==> config.mk <==
export PLATFORM = sky130hd
export DESIGN_NAME = sphw_ctrl
export DESIGN_NICKNAME = d
export VERILOG_FILES = /design/src/rtl/sphw_pkg.sv /design/src/rtl/sphw_ctrl.sv
export SDC_FILE = /design/constraint.sdc
export NUM_CORES = 1
export LEC_CHECK = 0
export BUFFER_PORTS_ARGS = -buffer_cell sky130_fd_sc_hd__buf_2
export CAP_MARGIN = 20
export CORE_AREA = 2 2 39 41
export DETAILED_ROUTE_END_ITERATION = 8
export DIE_AREA = 0 0 41 43
export HOLD_SLACK_MARGIN = 0.1
export PLACE_DENSITY = 0.35
export SYNTH_ARGS = -nofsm -noshare
export SYNTH_HDL_FRONTEND = slang
export SYNTH_SLANG_ARGS = --single-unit
==> constraint.sdc <==
create_clock -name clk -period 1.6 [get_ports clk]
set_input_delay 0.32 -clock clk [delete_from_list [all_inputs] [get_ports clk]]
set_output_delay 0.32 -clock clk [all_outputs]
set_load 0.02 [all_outputs]
==> src/rtl/sphw_pkg.sv <==
package sphw_pkg;

	localparam int MAX_POINTS = 4096;
	localparam int ADDR_W     = $clog2(MAX_POINTS);
	localparam int CNT_W      = ADDR_W + 1;
	localparam int SUM_W      = 28;
	localparam int DATA_W     = 16;

	localparam logic [SUM_W-1:0] SUM_LIMIT = {SUM_W{1'b1}};

	localparam logic SIDE_LEFT  = 1'b0;
	localparam logic SIDE_RIGHT = 1'b1;

	typedef struct packed {
		logic load;
		logic init;
		logic side;
		logic issue;
		logic emit;
	} sphw_cmd_t;

	typedef struct packed {
		logic left_skip;
		logic right_skip;
		logic at_end;
	} sphw_stat_t;

endpackage

==> src/rtl/sphw_ctrl.sv <==
module sphw_ctrl (
	input  logic                  clk,
	input  logic                  arst_n,
	input  logic                  start,
	input  logic                  last_sample,
	input  sphw_pkg::sphw_stat_t  stat,
	output sphw_pkg::sphw_cmd_t   cmd,
	output logic                  busy
);

	localparam logic [2:0] S_LOAD   = 3'd0;
	localparam logic [2:0] S_LSETUP = 3'd1;
	localparam logic [2:0] S_LEFT   = 3'd2;
	localparam logic [2:0] S_LDRAIN = 3'd3;
	localparam logic [2:0] S_RSETUP = 3'd4;
	localparam logic [2:0] S_RIGHT  = 3'd5;
	localparam logic [2:0] S_RDRAIN = 3'd6;
	localparam logic [2:0] S_EMIT   = 3'd7;

	logic [2:0] state_q;
	logic [2:0] state_d;
	logic       accept;

	assign busy   = (state_q != S_LOAD);
	assign accept = start && (state_q == S_LOAD);

	always_comb begin
		cmd       = '0;
		cmd.load  = accept;
		cmd.init  = (state_q == S_LSETUP) || (state_q == S_RSETUP);
		cmd.side  = (state_q == S_RSETUP) ? sphw_pkg::SIDE_RIGHT : sphw_pkg::SIDE_LEFT;
		cmd.issue = (state_q == S_LEFT) || (state_q == S_RIGHT);
		cmd.emit  = (state_q == S_EMIT);
	end

	always_comb begin
		state_d = state_q;
		unique case (state_q)
			S_LOAD: begin
				if (accept && last_sample) state_d = S_LSETUP;
			end
			S_LSETUP: begin
				state_d = stat.left_skip ? S_RSETUP : S_LEFT;
			end
			S_LEFT: begin
				if (stat.at_end) state_d = S_LDRAIN;
			end
			S_LDRAIN: state_d = S_RSETUP;
			S_RSETUP: begin
				state_d = stat.right_skip ? S_EMIT : S_RIGHT;
			end
			S_RIGHT: begin
				if (stat.at_end) state_d = S_RDRAIN;
			end
			S_RDRAIN: state_d = S_EMIT;
			S_EMIT:   state_d = S_LOAD;
			default:  state_d = S_LOAD;
		endcase
	end

	always_ff @(posedge clk or negedge arst_n) begin
		if (!arst_n) begin
			state_q <= S_LOAD;
		end else begin
			state_q <= state_d;
		end
	end

endmodule

==> metrics <==
number of hold-slack violations in the final timing report 0; # DRC 0; transition time at the pin with the least slew margin 0.169 ns; number of distinct library cells after synthesis 18; origin of the worst min-delay path stat[2]; Critical Path Start state_q[0]$_DFFE_PN0P_; startpoint type of the worst setup path register; Reg2Reg Setup Slack around 0.6 ns; cell family contributing the most delay on the critical path simple AND/OR/NAND/NOR gates; Hold Path Class input pin to register; Critical path buffers and inverters 1; number of sinks driven by the clock tree 3; CP required 1.28 ns; Most flops, register state_q; headroom to the max-slew limit 0.887; Die W 41 µm; maximum number of pins on one net before global-route repair 9; Rows 14; registers with the highest flip-flop counts state_q: 3 flops; share of the core filled with cells 0.254; power share of the sequential group 0.219; crit-path cells or3_4 -> nor2_4 -> buf_6; syn_nets 34; Hold Path Cell Cnt 3; share of the clock period used by the worst path 0.972; clock share of power 0.167; number of synthesized register bits 3; Setup WS pre-CTS 0.188 ns; per-instance average area after synthesis 8.34 µm²; # fillers between 150 and 200; clock period minus worst slack 1.56 ns; placed cell areas 287 µm²; initial antenna violation count 0; destination of the worst register-to-register timing path state_q[1]$_DFFE_PN0P_; wire length of the first global-routing pass between 900 and 1000 µm; Combinational Power Share 0.614; count of TritonRoute iterations in the first routing pass 2; layout overhead on the synthesized area 56.1%; static leakage power 0.178 nW; buffers from clock root to sink, at most 2; result of the run finished clean; net switching power figure roughly 0.00035 W; slowest cell delay on critical path 0.41 ns; final-report max-slew violation count 0; Max Clk Rate between 600 and 700 MHz; largest vdd supply drop ~0.8 mV; buffer type at the clock tree root sky130_fd_sc_hd__clkbuf_4; area occupied by registers 77.6 µm²; sequential element share of the synthesized area 0.333; power density cells between 2000 and 2500 nW/µm²; die area 1760 µm²; synthesized cell area roughly 230 µm²; fraction of layout instances using a drive strength above 1 0.523; gate count after technology mapping 27; endpoint of the worst hold path state_q[1]$_DFFE_PN0P_; antenna-violating nets left 0; Worst path slowest cell sky130_fd_sc_hd__or3_4; number of vias per cell after detailed routing 4.18; maximum fanout count along the critical path 3; Worst Slack Setup Final around 0.044 ns; later-pin clock latency in the skew report 0.23 ns; depth of the CTS H-tree 1; number of flip-flops in the largest register 3; setup repair after global routing missed its margin true; TritonCTS clock tree yes; beginning of the worst register-to-register path state_q[2]$_DFFE_PN0P_; number of diodes added for antenna fixing 0; capturing element type of the critical path primary output; I/O pins 13; final instance count without filler cells 60; Worst Reg2Reg Path Length in Cells 3; violation count after the first detailed-route iteration 1; reported max-cap violation count 0; total via count in the routed design between 200 and 300; total clock buffers created by CTS 3; nets 52; clock transition at the registers of the reported paths roughly 0.040 ns; data arrival time of the critical path ~1.2 ns; initial core utilization 0.163; number of placed instances with taps included 53; total internal power around 0.00043 W; Final Setup Violations 0; post-detailed-placement half-perimeter wirelength 442 µm; multi-input logic area approximately 120 µm²; number of global-route vias before repair approximately 240; remaining global-route overflow 0; wire per inst a little under 10 µm; last weighted congestion value of the routability-driven placer 0.685; Core Area 1380 µm²; switching share of power 0.449; Final Skew 0.00313 ns; count of port buffers added during placement 12; critical path class register to primary output; Final Instance Area about 350 µm²; number of warnings printed during yosys synthesis 0; chip height roughly 43 µm; gr usage total 0.0873; total wire length after detailed routing about 580 µm
[tightest hold or removal path, cell delays in order]
cell                      delay [ns]
sky130_fd_sc_hd__buf_2          0.09
sky130_fd_sc_hd__a21o_1         0.10
sky130_fd_sc_hd__o22ai_1        0.07
[cell families (layout without fill, tap and decap cells)]
kind of cell,count (synthesis),after routing,synth area share
compound gates,9,9,0.233
buf+inv,6,23,0.167
simple gates,8,8,0.228
xor+xnor,1,1,0.0389
flops,3,3,0.333
[layout by cell type, fill, tap and decap left out, types with 2 or more instances in the layout]
cell type / instances
sky130_fd_sc_hd__clkbuf_4: 3
sky130_fd_sc_hd__dfrtp_2: 2
sky130_fd_sc_hd__buf_2: 11
sky130_fd_sc_hd__a21oi_1: 3
sky130_fd_sc_hd__buf_4: 3
sky130_fd_sc_hd__inv_1: 3
sky130_fd_sc_hd__o22ai_1: 3
[power groups by stage]
| stage | combinational, W | clock (W) | sequential [W] |
|---|---|---|---|
| 2_1_floorplan | 0.000365 | 0 | 0.000139 |
| 3_3_place_gp | 0.000415 | 0 | 0.000177 |
| 3_5_place_dp | 0.000413 | 0 | 0.000181 |
| 4_1_cts | 0.000470 | 0.000135 | 0.000170 |
| 5_1_grt | 0.000524 | 0.000147 | 0.000177 |
| 6_report | 0.000477 | 0.000130 | 0.000170 |
[worst max path at each step]
stage	endpoint	slack, ns	depth (start not counted)
floorplan	cmd[4]	0.15	4
global placement	cmd[4]	0.21	3
detailed placement	cmd[4]	0.19	3
CTS	cmd[4]	0.008	3
global route	cmd[4]	-0.001	3
finish	cmd[4]	0.04	3
[metal layers]
| layer | track usage | wire length (µm) | vias to the layer above |
|---|---|---|---|
| met5 | 0 | 0 | - |
| met4 | 0.0400 | 0 | 0 |
| met3 | 0.0628 | 44 | 0 |
| met2 | 0.128 | 310 | 11 |
| met1 | 0.0900 | 225 | 114 |
| li1 | - | - | 126 |
[Yosys cell counts]
cell type,count,area (µm²)
sky130_fd_sc_hd__a21oi_1,3,15.0
sky130_fd_sc_hd__dfrtp_1,3,75.1
sky130_fd_sc_hd__inv_1,3,11.3
sky130_fd_sc_hd__o22ai_1,3,18.8
sky130_fd_sc_hd__buf_4,2,15.0
sky130_fd_sc_hd__a21o_1,1,7.51
sky130_fd_sc_hd__a31oi_1,1,6.26
sky130_fd_sc_hd__and3_2,1,7.51
sky130_fd_sc_hd__buf_6,1,11.3
sky130_fd_sc_hd__nand2_1,1,3.75
sky130_fd_sc_hd__nor2_1,1,3.75
sky130_fd_sc_hd__nor2_2,1,6.26
sky130_fd_sc_hd__nor2b_1,1,6.26
sky130_fd_sc_hd__nor3_1,1,5.00
sky130_fd_sc_hd__o21ai_0,1,5.00
sky130_fd_sc_hd__or2b_1,1,7.51
sky130_fd_sc_hd__or3_4,1,11.3
sky130_fd_sc_hd__xnor2_1,1,8.76
[stage by stage]
| step | hold WS, ns | setup TNS [ns] | total power [W] |
|---|---|---|---|
| 6_report | 0.403 | 0 | 0.000776 |
| 5_1_grt | 0.419 | -0.00117 | 0.000849 |
| 4_1_cts | 0.396 | 0 | 0.000776 |
| 3_5_place_dp | 0.119 | 0 | 0.000594 |
| 3_3_place_gp | 0.117 | 0 | 0.000592 |
| 2_1_floorplan | 0.0244 | 0 | 0.000503 |
[layout make-up]
class                      instances  area share
clock buffer                       4      0.0747
inverter                           3      0.0320
multi-input combinational         18       0.335
sequential                         3       0.221
tap                               16      0.0569
timing repair buffer              16       0.281
[repair_timing]
item	CTS	global route
endpoints found under the setup margin	2	1
gates resized for setup	2	3
hold endpoints to repair	3	0
setup buffers	2	0
hold buffers	1	0
No activity file was read; power rests on OpenSTA's default activity.
